[config.mk]
export PLATFORM = sky130hd
export DESIGN_NAME = fixed_string_line_matcher_core
export DESIGN_NICKNAME = d
export VERILOG_FILES = /design/src/sv/fslm_pkg.sv /design/src/sv/fslm_regs.sv /design/src/sv/fslm_match.sv /design/src/sv/fixed_string_line_matcher_core.sv
export SDC_FILE = /design/constraint.sdc
export NUM_CORES = 1
export LEC_CHECK = 0
export ABC_AREA = 1
export BUFFER_PORTS_ARGS = -buffer_cell sky130_fd_sc_hd__buf_2
export CORE_MARGIN = 2
export CORE_UTILIZATION = 35
export CTS_CLUSTER_DIAMETER = 40
export DETAILED_ROUTE_END_ITERATION = 10
export MAX_ROUTING_LAYER = met4
export SYNTH_ARGS = -nofsm -noshare
export SYNTH_HDL_FRONTEND = slang
export SYNTH_SLANG_ARGS = --single-unit
[constraint.sdc]
create_clock -name i_clk -period 13.23 [get_ports i_clk]
set_input_delay 1.323 -clock i_clk [delete_from_list [all_inputs] [get_ports i_clk]]
set_output_delay 1.323 -clock i_clk [all_outputs]
set_load 0.02 [all_outputs]
[src/sv/fslm_pkg.sv]
// Shared types, constants and helpers for the fixed-string line matcher.
package fslm_pkg;

    localparam int MAX_PATTERN = 32;
    localparam int PAT_BYTES   = 32;
    localparam int PAT_WORDS   = 4;
    localparam int LEN_W       = 6;
    localparam int LINE_W      = 32;
    localparam int APB_DATA_W  = 64;
    localparam int APB_ADDR_W  = 6;
    localparam int REG_IDX_W   = 3;

    localparam logic [7:0] CHAR_NUL     = 8'h00;
    localparam logic [7:0] CHAR_NEWLINE = 8'h0A;
    localparam logic [7:0] CHAR_UPPER_A = 8'h41;
    localparam logic [7:0] CHAR_UPPER_Z = 8'h5A;
    localparam logic [7:0] CASE_OFFSET  = 8'h20;

    typedef enum logic [REG_IDX_W-1:0] {
        REG_PATTERN_0  = 3'd0,
        REG_PATTERN_1  = 3'd1,
        REG_PATTERN_2  = 3'd2,
        REG_PATTERN_3  = 3'd3,
        REG_LENGTH     = 3'd4,
        REG_IGNORECASE = 3'd5
    } t_reg_idx;

    typedef struct packed {
        logic [PAT_BYTES*8-1:0] pattern;
        logic [LEN_W-1:0]       length;
        logic                   ignore_case;
    } t_cfg;

    function automatic logic [7:0] fold_case(input logic [7:0] c, input logic icase);
        logic [7:0] r;
        r = c;
        if (icase && c >= CHAR_UPPER_A && c <= CHAR_UPPER_Z) begin
            r = c + CASE_OFFSET;
        end
        return r;
    endfunction

endpackage

[src/sv/fslm_regs.sv]
// APB register file holding the pattern, its length and the case-fold flag.
module fslm_regs (
    input  logic                               i_clk,
    input  logic                               i_rst_n,
    input  logic                               psel,
    input  logic                               penable,
    input  logic                               pwrite,
    input  logic [fslm_pkg::APB_ADDR_W-1:0]    paddr,
    input  logic [fslm_pkg::APB_DATA_W-1:0]    pwdata,
    output logic [fslm_pkg::APB_DATA_W-1:0]    prdata,
    output logic                               pready,
    output fslm_pkg::t_cfg                     o_cfg
);
    import fslm_pkg::*;

    logic [63:0]      r_word [PAT_WORDS];
    logic [LEN_W-1:0] r_len;
    logic             r_icase;
    logic             wr_en;
    t_reg_idx         idx;

    assign pready = 1'b1;
    assign wr_en  = psel && penable && pwrite;
    assign idx    = t_reg_idx'(paddr[APB_ADDR_W-1:APB_ADDR_W-REG_IDX_W]);

    always_ff @(posedge i_clk) begin
        if (!i_rst_n) begin
            for (int w = 0; w < PAT_WORDS; w++) begin
                r_word[w] <= '0;
            end
            r_len   <= '0;
            r_icase <= 1'b0;
        end else if (wr_en) begin
            case (idx)
                REG_PATTERN_0:  r_word[0] <= pwdata;
                REG_PATTERN_1:  r_word[1] <= pwdata;
                REG_PATTERN_2:  r_word[2] <= pwdata;
                REG_PATTERN_3:  r_word[3] <= pwdata;
                REG_LENGTH:     r_len     <= pwdata[LEN_W-1:0];
                REG_IGNORECASE: r_icase   <= pwdata[0];
                default: ;
            endcase
        end
    end

    always_comb begin
        case (idx)
            REG_PATTERN_0:  prdata = r_word[0];
            REG_PATTERN_1:  prdata = r_word[1];
            REG_PATTERN_2:  prdata = r_word[2];
            REG_PATTERN_3:  prdata = r_word[3];
            REG_LENGTH:     prdata = {{(APB_DATA_W-LEN_W){1'b0}}, r_len};
            REG_IGNORECASE: prdata = {{(APB_DATA_W-1){1'b0}}, r_icase};
            default:        prdata = '0;
        endcase
    end

    assign o_cfg.pattern     = {r_word[3], r_word[2], r_word[1], r_word[0]};
    assign o_cfg.length      = r_len;
    assign o_cfg.ignore_case = r_icase;

endmodule

[src/sv/fslm_match.sv]
// Shift-and match step and per-line state: partial matches, hit, NUL cut, line count.
module fslm_match (
    input  logic                           i_clk,
    input  logic                           i_rst_n,
    input  fslm_pkg::t_cfg                 i_cfg,
    input  logic                           i_step,
    input  logic [7:0]                     i_byte,
    input  logic                           i_eof,
    output logic                           o_ends,
    output logic [fslm_pkg::LINE_W-1:0]    o_line_number,
    output logic                           o_matched
);
    import fslm_pkg::*;

    logic [MAX_PATTERN-1:0] r_prefix, n_prefix;
    logic                   r_hit, n_hit;
    logic                   r_cut, n_cut;
    logic [LINE_W-1:0]      r_lines, n_lines;

    logic [LEN_W-1:0]       lim;
    logic [LEN_W-1:0]       eff_len;
    logic                   zero_found;
    logic [7:0]             text_f;
    logic [MAX_PATTERN-1:0] mask;
    logic [MAX_PATTERN:0]   keep_wide;
    logic [MAX_PATTERN-1:0] shifted;
    logic [4:0]             top_idx;
    logic                   process;
    logic                   hit_now;
    logic                   hit_cur;

    // effective length: capped length, cut at the first zero pattern byte
    always_comb begin
        lim        = (i_cfg.length > LEN_W'(MAX_PATTERN)) ? LEN_W'(MAX_PATTERN) : i_cfg.length;
        eff_len    = lim;
        zero_found = 1'b0;
        for (int k = 0; k < MAX_PATTERN; k++) begin
            if (!zero_found && LEN_W'(k) < lim && i_cfg.pattern[8*k +: 8] == CHAR_NUL) begin
                eff_len    = LEN_W'(k);
                zero_found = 1'b1;
            end
        end
    end

    always_comb begin
        text_f = fold_case(i_byte, i_cfg.ignore_case);
        for (int k = 0; k < MAX_PATTERN; k++) begin
            mask[k] = fold_case(i_cfg.pattern[8*k +: 8], i_cfg.ignore_case) == text_f;
        end
    end

    assign keep_wide = ((MAX_PATTERN+1)'(1) << eff_len) - (MAX_PATTERN+1)'(1);
    assign shifted   = {r_prefix[MAX_PATTERN-2:0], 1'b1} & mask & keep_wide[MAX_PATTERN-1:0];
    assign top_idx   = eff_len[4:0] - 5'd1;
    assign process   = !r_cut && i_byte != CHAR_NUL && eff_len != '0;
    assign hit_now   = process && shifted[top_idx];
    assign hit_cur   = r_hit || hit_now;

    assign o_ends        = i_byte == CHAR_NEWLINE || i_eof;
    assign o_matched     = eff_len == '0 || hit_cur;
    assign o_line_number = (&r_lines) ? r_lines : r_lines + LINE_W'(1);

    always_comb begin
        n_prefix = r_prefix;
        n_hit    = r_hit;
        n_cut    = r_cut;
        n_lines  = r_lines;
        if (i_step) begin
            if (o_ends) begin
                n_prefix = '0;
                n_hit    = 1'b0;
                n_cut    = 1'b0;
                n_lines  = i_eof ? '0 : o_line_number;
            end else begin
                if (process) begin
                    n_prefix = shifted;
                end
                n_hit = hit_cur;
                n_cut = r_cut || i_byte == CHAR_NUL;
            end
        end
    end

    always_ff @(posedge i_clk) begin
        if (!i_rst_n) begin
            r_prefix <= '0;
            r_hit    <= 1'b0;
            r_cut    <= 1'b0;
            r_lines  <= '0;
        end else begin
            r_prefix <= n_prefix;
            r_hit    <= n_hit;
            r_cut    <= n_cut;
            r_lines  <= n_lines;
        end
    end

endmodule

[src/sv/fixed_string_line_matcher_core.sv]
// Top level of the fixed-string line matcher: input stage, match step, result stage.
//
// Text enters on the s_ stream one byte per word: s_tdata carries the byte,
// s_tlast flags the last byte of a file. One result word leaves on the m_
// stream for every newline byte and for every byte flagged last: m_tdata is
// the line number within the file (from 1, saturating), m_tuser is set when
// the pattern occurs in that line, m_tlast marks the last line of the file.
// The pattern, its length and the case-fold flag are set over the APB port
// (64-bit registers at byte offsets 0, 8, 16, 24, 32, 40); the user must set
// them only while the stream is idle, and the block itself does not enforce this.
// A byte accepted on s_ is held in the input register, goes through the match
// step and, if it ends a line, its result is registered in the result register
// that drives m_. One byte is taken every cycle unless a line-ending byte waits
// on a held result; the rate is set by the single shift-and update between those registers.
// When the receiver stalls, the result is held and the block keeps taking
// bytes that end no line; a line-ending byte then waits in the input register
// and s_tready drops until the held result is taken.
// Reset clears the line state, the line count, the registers and both stages.
module fixed_string_line_matcher_core (
    input  logic                               i_clk,
    input  logic                               i_rst_n,
    input  logic                               s_tvalid,
    output logic                               s_tready,
    input  logic [7:0]                         s_tdata,   // [7:0] text_byte
    input  logic                               s_tlast,
    output logic                               m_tvalid,
    input  logic                               m_tready,
    output logic [fslm_pkg::LINE_W-1:0]        m_tdata,   // [31:0] line_number
    output logic                               m_tuser,   // [0] matched
    output logic                               m_tlast,
    input  logic                               psel,
    input  logic                               penable,
    input  logic                               pwrite,
    input  logic [fslm_pkg::APB_ADDR_W-1:0]    paddr,
    input  logic [fslm_pkg::APB_DATA_W-1:0]    pwdata,
    output logic [fslm_pkg::APB_DATA_W-1:0]    prdata,
    output logic                               pready
);
    import fslm_pkg::*;

    t_cfg              cfg;
    logic              r_in_valid;
    logic [7:0]        r_in_byte;
    logic              r_in_eof;
    logic              r_out_valid;
    logic [LINE_W-1:0] r_out_line;
    logic              r_out_match;
    logic              r_out_last;

    logic              ends;
    logic [LINE_W-1:0] line_number;
    logic              matched;
    logic              advance;
    logic              out_free;

    fslm_regs u_regs (
        .i_clk   (i_clk),
        .i_rst_n (i_rst_n),
        .psel    (psel),
        .penable (penable),
        .pwrite  (pwrite),
        .paddr   (paddr),
        .pwdata  (pwdata),
        .prdata  (prdata),
        .pready  (pready),
        .o_cfg   (cfg)
    );

    fslm_match u_match (
        .i_clk         (i_clk),
        .i_rst_n       (i_rst_n),
        .i_cfg         (cfg),
        .i_step        (advance),
        .i_byte        (r_in_byte),
        .i_eof         (r_in_eof),
        .o_ends        (ends),
        .o_line_number (line_number),
        .o_matched     (matched)
    );

    assign out_free = !r_out_valid || m_tready;
    // a byte that ends no line never needs the result register
    assign advance  = r_in_valid && (!ends || out_free);
    assign s_tready = !r_in_valid || advance;

    always_ff @(posedge i_clk) begin
        if (!i_rst_n) begin
            r_in_valid <= 1'b0;
        end else if (s_tready) begin
            r_in_valid <= s_tvalid;
        end
    end

    always_ff @(posedge i_clk) begin
        if (s_tready && s_tvalid) begin
            r_in_byte <= s_tdata;
            r_in_eof  <= s_tlast;
        end
    end

    always_ff @(posedge i_clk) begin
        if (!i_rst_n) begin
            r_out_valid <= 1'b0;
        end else if (out_free) begin
            r_out_valid <= advance && ends;
        end
    end

    always_ff @(posedge i_clk) begin
        if (advance && ends) begin
            r_out_line  <= line_number;
            r_out_match <= matched;
            r_out_last  <= r_in_eof;
        end
    end

    assign m_tvalid = r_out_valid;
    assign m_tdata  = r_out_line;
    assign m_tuser  = r_out_match;
    assign m_tlast  = r_out_last;

endmodule

-- Yosys cells after proc, flatten, opt, wreduce, memory -nomap -nowiden
Memory sizes are Yosys's and may differ from the RTL's.
Cells that the tools add are included.
- output and inout bits: 101
- bits in registers: 117
- word-level logic and storage cells: 544
- memories: 1
- RAM bits: 256
- input port bits: 86
- eq/ne operators: 38
- shifts and indexed selects: 1
- $lt $le $gt $ge: 100
- add/subtract/negate cells: 36
- bitwise gates (word level): 6
- multiplexer cells: 127
- reduce and logical (&&, ||, !) cells: 222
- memory list (memory ; depth ; width ; read ports ; clocked after Yosys merged registers in ; write ports ; line ; text):
    u_regs.r_word ; 4 ; 64 ; 4 ; 0 ; 4 ; fslm_regs.sv:16 ; logic [63:0] r_word [PAT_WORDS];
- operator list (kind ; count):
    $pmux 64 s6 ; 1
    $add 8x6->8 const B ; 33
    $ge 8x7->1 const B ; 33
    $le 8x7->1 const B ; 33
    $logic_not 8->1 ; 33
    $mux 8 ; 33
    $eq 8x8->1 ; 32
    $mux 64 ; 4
    $mux 6 ; 33
    $logic_and 1x1->1 ; 137
    $lt 5x6->1 const A ; 16
    $and 32x32->32 ; 2
    $mux 32 ; 2
    $mux 31 ; 2
    $mux 1 ; 51
    $lt 4x6->1 const A ; 8
    $logic_not 1->1 ; 35
    $add 32x1->32 const B ; 1
    $reduce_and 32->1 ; 1
    $shl 1x6->32 const A ; 1
    $sub 32x2->32 const B ; 1
    $lt 3x6->1 const A ; 4
    $lt 1x6->1 const A ; 2
    $lt 2x6->1 const A ; 2
    16 further kinds ; 30

-- Logic depth before layout (Yosys ltp)
Gate-level depths: netlist of the first run.
- word-level depth: 137
- gate-level depth with buffers: 55
- depth with buffers taken out: 54

-- By module
Synthesis of the first run repeated with hierarchy kept, for this count alone.
- cells, all modules: 3511
- area total of the unflattened synthesis: 25575.8 µm²
- modules (own cells, without submodules) (module ; cells an instance ; instances ; area each (µm²)):
    fslm_match ; 2226 ; 1 ; 12489.5
    fslm_regs ; 1225 ; 1 ; 11682.5
    fixed_string_line_matcher_core ; 60 ; 1 ; 1403.8

-- Worst setup path after synthesis of the first run
Ideal clock, no wire load.
- path kind: input -> register
- start point: input paddr[5] in the netlist's numbering
- end point: memory u_regs.r_word[3][0], enable pin
- stages on the path: 4
- data required time: 12.655 ns
- arrival: 6.698 ns
- path slack: 5.957 ns
- buffers on the path: 1
- cell sequence: clkbuf_1 > nor3_1 > inv_1 > o21ai_0
- RTL lines (what ; line ; text):
    from (decl) ; fixed_string_line_matcher_core.sv:34 ; input logic [fslm_pkg::APB_ADDR_W-1:0] paddr,
    to (decl) ; fslm_regs.sv:16 ;

-- Worst setup path in the final report of the first run
- start point: register u_regs.r_len[5]
- end point: register r_out_match, in the netlist m_tuser (data pin)
- cells in the longest elaborated chain, start to end: 137
- elaborated cells between the ends (all ways): 203
- RTL lines (what ; line ; text):
    from (decl) ; fslm_regs.sv:17 ; logic [LEN_W-1:0] r_len;
    from (signal assigned) ; fslm_regs.sv:39 ; REG_LENGTH: r_len <= pwdata[LEN_W-1:0];
    $gt 6x6->1 ; fslm_match.sv:34 ; lim = (i_cfg.length > LEN_W'(MAX_PATTERN)) ? LEN_W'(MAX_PATTERN) : i_cfg.length;
    $mux 6 * ; fslm_match.sv:34 ;
    $lt 1x6->1 ; fslm_match.sv:38 ; if (!zero_found && LEN_W'(k) < lim && i_cfg.pattern[8*k +: 8] == CHAR_NUL) begin
    $logic_and 1x1->1 ; fslm_match.sv:38 ;
    $mux 1 ; fslm_match.sv:38 ;
    $logic_not 1->1 ; fslm_match.sv:38 ;
    $logic_and 1x1->1 (2 in series) ; fslm_match.sv:38 ;
    $mux 1 ; fslm_match.sv:38 ;
    (+121 left out) ; n/a ;
    $sub 32x2->32 ; fslm_match.sv:52 ; assign keep_wide = ((MAX_PATTERN+1)'(1) << eff_len) - (MAX_PATTERN+1)'(1);
    $and 32x32->32 ; fslm_match.sv:53 ; assign shifted = {r_prefix[MAX_PATTERN-2:0], 1'b1} & mask & keep_wide[MAX_PATTERN-1:0];
    $bmux 1 s5 ; fslm_match.sv:56 ; assign hit_now = process && shifted[top_idx];
    $mux 1 (not written as such) ; fslm_match.sv:56 ;
    $logic_and 1x1->1 ; fslm_match.sv:56 ;
    $logic_or 1x1->1 ; fslm_match.sv:57 ; assign hit_cur = r_hit || hit_now;
    $logic_or 1x1->1 * ; fslm_match.sv:60 ; assign o_matched = eff_len == '0 || hit_cur;
    via matched ; fixed_string_line_matcher_core.sv:52 ; logic matched;
    to (signal assigned) ; fixed_string_line_matcher_core.sv:112 ; r_out_match <= matched;
    to (decl) ; fixed_string_line_matcher_core.sv:47 ; logic r_out_match;
The timed path passes the listed nets; every way through them passes the cells marked *. The select of a mux whose other input is x is not followed.
A chain may end at the register's enable or synchronous reset.

==> run metrics, run 1 <==
result of the run=complete, no violations; antenna violations before repair=1; total of hold buffers inserted after clock tree synthesis=0; clock skew after layout=0.0375 ns; final total negative setup slack=0 ns; post-synthesis async set-or-reset flop share=0; first-pass GRT wire length=140,000 um; proportion of power drawn by combinational gates=0.099; remaining antenna violation count after routing=0; row count=96; # Post-CTS Setup Buffers=0; crit-path max cell delay=0.62 ns; hold-critical path depth=0; number of placed cells counting well taps=4,133; switching fraction of total power=0.271; Final Max Tran Viols=0; DRC violation total after the first TritonRoute iteration=2,558; routed len/inst=22.4 um; Clock Root Buffer=sky130_fd_sc_hd__clkbuf_16; peak supply drop=0.0754 mV; cell count after synthesis=3,118; cell with the largest stage delay on the worst path=sky130_fd_sc_hd__ha_1; number of hold violations in the final report=0; dominant synthesized flop cell=sky130_fd_sc_hd__edfxtp_1; clock-pin slew of the registers on the worst-case setup and hold paths=0.05 ns; Hold Path End=m_tlast; relative slew slack=0.209; maximum count of clock buffers along a single path=3; sequential share of the synthesized area=0.428; worst-path maximum fanout=16; capturing point of the worst reg2reg path=m_tuser; vias in the first global route=22,280; drt drc=0; sequential cell fraction of total power=0.373; slew at the pin with the worst max-slew slack=1.16 ns; initial cell density of the core=0.355; pin count of the biggest net entering global routing=65; total wirelength of the detailed-routed design=95,300 um; net count after synthesis=3,244; I/O Pins=187; switching power of the nets=0.000998 W; number of warnings issued by yosys=0; upper clock frequency limit=0.127 GHz; share of the cycle needed by the critical path after routing=0.595; fraction of final layout cells sized beyond drive strength 1=0.135; GRT Util Overall=0.269; final number of setup-violating endpoints=0; post-layout instance count excluding filler cells=4,261; Hold Crit Class=reg2reg; horizontal die dimension=268 um; number of distinct standard cells referenced by the synthesized netlist=65; IO buf count=182; routed vias/inst=5.62; total overflow reported by the global router=0; number of clock sinks=373; net total in the final layout=3,400; Crit path top cell by count=sky130_fd_sc_hd__nand2_1; data arrival time at the worst-slack endpoint=8.21 ns; kind of end point of the critical path=flop; area growth from synthesis to layout=18.3%; number of synthesized flops with an enable pin=299; Pre-Repair DR Iteration Count=5; number of vias in the routed layout=23,946; LEAKAGE=12.3 nW; logic depth of the worst register-to-register path=46; part of the power in the clock network=0.528; unrepaired setup endpoints after global routing=no; Hold Crit Start=r_in_eof; MaxCap Viol Count=0; Power Dens Cells=127 nW/um^2; Worst Path Class, Setup=reg2reg; flop2flop setup slack=5.36 ns; Critical Path Source Type=flop; RR Startpoint=u_regs.r_len[5]; syn_area_per_cell=7.84 sq um; minimum period implied by the final worst setup slack=7.87 ns; Clock Latency Late Sink=0.62 ns; die boundary height=268 um; Mapped Area=24,400 sq um; number of H-tree levels=3; total CTS buffers=69; CTS tree=done; half-perimeter wire length after placement=66,400 um; internal power component=0.00268 W; count of cells resized by post-cts repair=0; WP data required=13.57 ns; register bit total from synthesis=373; Layout fillers=7,000; DIE AREA=72,000 sq um; placeable core region=68,800 sq um; gp weighted congestion=0.992
## cells in the final DEF (no fill, tap or decap), drive strengths merged, types with 72 or more instances in the layout
cell / count
nand2: 421
nand4: 103
edfxtp: 299
inv: 459
o21ai: 123
nor2: 515
dfxtp: 74
buf: 220
clkbuf: 76
nand3: 236
a21oi: 151
nor3: 72
## final cells by class
| cell class | count | area, sq um | area share |
|---|---|---|---|
| well taps | 931 | 1160 | 0.0403 |
| multi-input cells | 2159 | 11800 | 0.410 |
| repair buffers | 221 | 1200 | 0.0415 |
| inverters | 450 | 1690 | 0.0585 |
| clock inverters | 51 | 754 | 0.0261 |
| flip-flops and latches | 373 | 10500 | 0.362 |
| diodes | 1 | 2.50 | 0.0000866 |
| clock buffers | 75 | 1790 | 0.0620 |
## power by group through the flow
stage | Combinational (W) | Clock, W | Sequential [W]
2_1_floorplan | 0.000225 | 0 | 0.00138
3_3_place_gp | 0.000357 | 0 | 0.00139
3_5_place_dp | 0.000360 | 0 | 0.00139
4_1_cts | 0.000361 | 0.00196 | 0.00137
5_1_grt | 0.000395 | 0.00202 | 0.00138
6_report | 0.000365 | 0.00194 | 0.00137
## registers in the layout, summed over array words and instances, names as in the netlist
register and cells:
u_regs.r_word 256, u_regs.r_len 6, u_match.r_prefix 31, m_tvalid 1
u_match.r_cut 1, r_in_byte 8, u_match.r_lines 32, m_tlast 1
r_in_eof 1, u_match.r_hit 1, m_tdata 32, m_tuser 1
u_regs.r_icase 1, r_in_valid 1
## per-stage QoR
stage | total power, W | utilization | setup WS (ns) | hold slack (ns) | instance area (sq um)
detailed placement | 0.00175 | 0.383 | 5.61 | 0.437 | 26400
CTS | 0.00369 | 0.420 | 5.56 | 0.450 | 28900
global route | 0.00379 | 0.420 | 4.79 | 0.482 | 28900
floorplan | 0.00161 | - | 5.96 | 0.426 | 24400
global placement | 0.00175 | 0.383 | 5.56 | 0.435 | 26400
finish | 0.00368 | 0.420 | 5.36 | 0.447 | 28900
## metal layers
metal / global-route usage / part of all wire / routed length (um)
met5: - / 0 / 0
met4: 0.142 / 0.057 / 5390
met3: 0.0392 / 0.084 / 7970
met2: 0.417 / 0.45 / 43200
met1: 0.341 / 0.41 / 38700
## worst max-delay path, delay by kind of cell, from the launching register on
| kind | cells | cell delay [ns] |
|---|---|---|
| and+or+nand+nor | 39 | 4.99 |
| adders and majority gates | 2 | 0.98 |
| buffers and inverters | 2 | 0.65 |
| DFF | 1 | 0.48 |
| AOI/OAI and AO/OA | 3 | 0.47 |
## worst max-delay path by stage
stage | startpoint | end | slack, ns | cells after the start
after floorplan | paddr[5] | u_regs.r_word[3][0] | 5.96 | 4
after global placement | u_regs.r_len[5] | m_tuser | 5.56 | 46
after detailed placement | u_regs.r_len[5] | u_match.r_prefix[27] | 5.61 | 37
after CTS | u_regs.r_len[5] | m_tuser | 5.56 | 46
after global routing | u_regs.r_len[5] | m_tuser | 4.79 | 46
final | u_regs.r_len[5] | m_tuser | 5.36 | 46
## cell usage after synthesis, drive strengths merged, types with 9 or more instances
| cell | number | area (sq um) |
|---|---|---|
| xnor2 | 20 | 175 |
| nand2 | 421 | 1600 |
| edfxtp | 299 | 8980 |
| a2111oi | 16 | 140 |
| o211ai | 23 | 173 |
| o21ai | 123 | 619 |
| buf | 34 | 180 |
| a21oi | 151 | 775 |
| nor2 | 515 | 2070 |
| o221ai | 55 | 482 |
| nor3 | 72 | 365 |
| dfxtp | 74 | 1480 |
| nor4 | 60 | 375 |
| nand4 | 103 | 738 |
| or2 | 26 | 163 |
| o22ai | 67 | 419 |
| a211oi | 9 | 67.6 |
| clkbuf | 102 | 383 |
| nand3 | 236 | 1250 |
| inv | 442 | 1660 |
| xor2 | 61 | 534 |
| o2111ai | 22 | 193 |
| a221oi | 31 | 272 |
| a22oi | 59 | 443 |
| ha | 40 | 500 |
## logic make-up after synthesis
kind of cell	count (synthesis)	synth area share
compound gates	590	0.158
fa+ha+maj	40	0.0205
buf+inv	586	0.0922
flops	373	0.428
simple gates	1447	0.272
xor+xnor	81	0.0290
other cells	1	0.000153
Note: power is estimated with default switching activity, not from simulation.
==> run 2, diff against run 1 <==
ABC_AREA = 0   (was 1)
clock period = 8.1 ns   (was 13.23 ns; I/O delays follow)
==> run 2 against run 1 <==
Count of clock-buffer cells in the layout is 6 higher. Non-clock buffer count increased by 17. Synthesized cell count fell by 20%. Flip-flop and latch count is the same. Hold slack lost 0.051 ns. Highest routed layer unchanged. Critical path depth decreased by 24. Global-route usage is 1.3 points lower. Register-to-register slack got worse by 4.9 ns. First-iteration DRC count shrank 22%. Combinational power up 44%.
==> run metrics, run 2 <==
family with the most delay on the worst path=compound AO/OA/AOI/OAI gates; placeable core region=68,300 sq um (-0.70%); MaxCap Viol Count=0 (unchanged); area growth from synthesis to layout=18.1%; Yosys top cell area share=0.373 (+0.00585); sequential share of the synthesized area=0.435 (+0.00681); DIE AREA=70,900 sq um (-1.5%); dominant synthesized flop cell=sky130_fd_sc_hd__edfxtp_1; top cells by instance count after synthesis=sky130_fd_sc_hd__edfxtp_1 (299), sky130_fd_sc_hd__and2_1 (279), sky130_fd_sc_hd__nand2_1 (193); minimum period implied by the final worst setup slack=7.61 ns (-0.257 ns); remaining antenna violation count after routing=0 (unchanged); number of flip-flops under the largest register name=256 (unchanged); upper clock frequency limit=0.131 GHz (+3.4%); total overflow reported by the global router=0 (unchanged); total CTS buffers=72 (+4.3%); result of the run=complete, no violations; Clock Latency Late Sink=0.63 ns (about the same); total of hold buffers inserted after clock tree synthesis=0 (unchanged); Hold Crit Class=in2reg; dominant cell by count in the synthesized netlist=sky130_fd_sc_hd__edfxtp_1; GRT Util Overall=0.256 (-0.0133); Crit path top cell by count=sky130_fd_sc_hd__buf_4; cell count after synthesis=2,507 (-20%); die boundary height=266 um (-0.78%); final total negative setup slack=0 ns (unchanged); number of antenna diodes=0 (-1); gp weighted congestion=0.968 (-2.4%); number of warnings issued by yosys=0 (unchanged); worst-path maximum fanout=21 (+5); IO buf count=182 (unchanged); pin count of the biggest net entering global routing=75 (+15%); # Post-CTS Setup Buffers=0 (unchanged); most frequent cells in the layout=sky130_fd_sc_hd__edfxtp_1 (299), sky130_fd_sc_hd__and2_1 (277), sky130_fd_sc_hd__nand2_1 (193); net total in the final layout=2,794 (-18%); Power Dens Cells=204 nW/um^2 (+60%); number of clock sinks=373 (unchanged); vias in the first global route=21,240 (-4.7%); dominant cell type by area after synthesis=sky130_fd_sc_hd__edfxtp_1; number of hold violations in the final report=0 (unchanged); horizontal die dimension=266 um (-0.78%); ordered cell list for the critical path=a2111oi_0 -> nor4_1 -> nor2_1 -> nand4b_1 -> or4_1 -> a21oi_1 -> a31oi_1 -> nor2_1 -> buf_4 -> inv_1 -> ha_1 -> buf_4 -> or2_2 -> a31oi_1 -> o211a_1 -> nand3_1 -> a2111oi_0 -> buf_4 -> o311ai_0 -> nor4_1 -> o31ai_1 -> a221oi_2; I/O Pins=187 (unchanged); routed vias/inst=5.92 (+5.3%); most common cell after layout, fill and taps aside=sky130_fd_sc_hd__edfxtp_1; Worst Path Class, Setup=reg2reg; WP data required=8.62 ns (-4.95 ns); top register by number of flip-flops=u_regs.r_word; first-pass GRT wire length=134,000 um (-4.8%); drt drc=0 (unchanged); maximum count of clock buffers along a single path=3 (unchanged); row count=96 (unchanged); routed len/inst=24.7 um (+10%); register bit total from synthesis=373 (unchanged); total wirelength of the detailed-routed design=89,200 um (-6.5%); Clock Root Buffer=sky130_fd_sc_hd__clkbuf_16; kind of end point of the critical path=flop; fraction of final layout cells sized beyond drive strength 1=0.148 (+0.0126); CTS tree=done; Final Max Tran Viols=0 (unchanged); net count after synthesis=2,633 (-19%); DRC violation total after the first TritonRoute iteration=1,987 (-22%); crit-path max cell delay=0.91 ns (+0.29 ns); unrepaired setup endpoints after global routing=no; initial cell density of the core=0.352 (-0.00311); half-perimeter wire length after placement=61,400 um (-7.5%); antenna violations before repair=0 (-1); data arrival time at the worst-slack endpoint=8.13 ns (-0.08 ns); cell types occupying the most area after synthesis=sky130_fd_sc_hd__edfxtp_1 (37%), sky130_fd_sc_hd__and2_1 (7.3%), sky130_fd_sc_hd__xor2_1 (6.8%); Critical Path Source Type=flop; share of the cycle needed by the critical path after routing=0.940 (+0.345); number of synthesized flops with an enable pin=299 (unchanged); clock skew after layout=0.0404 ns (+0.00290 ns); final number of setup-violating endpoints=0 (unchanged); clock-pin slew of the registers on the worst-case setup and hold paths=0.05 ns (about the same); syn_area_per_cell=9.60 sq um (+22%); peak supply drop=0.164 mV (+120%); Mapped Area=24,100 sq um (-1.6%); post-synthesis async set-or-reset flop share=0 (unchanged); DP Area=26,000 sq um (-1.4%); Final Instance Area=28,400 sq um (-1.7%); slew at the pin with the worst max-slew slack=1.19 ns (+0.0329 ns); number of H-tree levels=3 (unchanged); Pre-Repair DR Iteration Count=5 (unchanged); relative slew slack=0.207 (-0.00197); number of vias in the routed layout=21,346 (-11%); cell with the largest stage delay on the worst path=sky130_fd_sc_hd__a2111oi_0; LEAKAGE=10.4 nW (-15%); number of distinct standard cells referenced by the synthesized netlist=93 (+43%); CP bufs+invs=4 (+2); count of cells resized by post-cts repair=0 (unchanged)
## run 2: changes by cell type in the layout (fill, tap and decap cells not counted), sizes merged, moves of 47 or more
cell,previous run,this run
a21oi,151,103
a22oi,59,147
and2,1,279
inv,459,64
nand2,421,193
nand3,236,73
nand4,103,35
nor2,515,145
nor2b,0,47
o21ai,123,73
o221ai,55,1
or4,2,53
xnor2,20,107
xor2,61,186
## run 2: report_power, final
part | total (W) | switching (W) | internal, W | leakage, nW
Sequential | 0.00227 | 0.000112 | 0.00215 | 3.49
Clock | 0.00300 | 0.00111 | 0.00188 | 1.17
Combinational | 0.000526 | 0.000343 | 0.000184 | 5.73
Total | 0.00579 | 0.00157 | 0.00422 | 10.4
## run 2: cells by family (layout without fill, tap and decap cells)
family | Yosys count | in the layout | synth area share
adders and majority gates | 40 | 40 | 0.0208
buffers and inverters | 196 | 414 | 0.0333
xor gates and xnor gates | 293 | 293 | 0.107
DFF | 373 | 373 | 0.435
and+or+nand+nor | 1031 | 1031 | 0.235
other | 1 | 1 | 0.000156
AOI/OAI and AO/OA | 555 | 555 | 0.161
muxes | 18 | 18 | 0.00754
## run 2: final timing paths
path / start / to / slack [ns] / cells past startpoint
worst max-delay path: u_regs.r_len[2] / u_match.r_hit / 0.49 / 22
worst min-delay path: s_tdata[3] / r_in_byte[3] / 0.40 / 1
worst max register to register: u_regs.r_len[2] / u_match.r_hit / 0.49 / 22
worst min register to register: u_match.r_prefix[23] / u_match.r_prefix[23] / 0.49 / 2
## run 2: per-stage QoR
stage	total power (W)	hold WS (ns)	worst slack, ns	util	std cells
finish	0.00579	0.396	0.490	0.416	3607
global route	0.00597	0.378	0.0914	0.416	3607
CTS	0.00582	0.364	0.629	0.416	3607
detailed placement	0.00282	0.483	0.656	0.380	3476
global placement	0.00281	0.471	0.796	0.380	3476
floorplan	0.00260	0.436	1.52	-	2507
## run 2: worst reg2reg max path: cells and delay by family (launching register included)
| kind | cells | cell delay (ns) |
|---|---|---|
| simple gates | 8 | 2.78 |
| flops | 1 | 0.62 |
| buf+inv | 4 | 0.79 |
| fa+ha+maj | 1 | 0.24 |
| compound gates | 9 | 3.07 |
## run 2: cell type report
class	instances	area, sq um
fill	6656	39900
inverter	45	169
sequential	373	10500
multi-input combinational	1938	12900
clock inverter	50	561
timing repair buffer	238	1330
clock buffer	81	1860
tap	882	1100
## run 2: routing by layer
metal | wire length, um | vias up | global-route usage
li1 | - | 9648 | -
met1 | 37100 | 10573 | 0.325
met2 | 42600 | 951 | 0.416
met3 | 6470 | 174 | 0.0316
met4 | 3070 | 0 | 0.0996
met5 | 0 | - | -
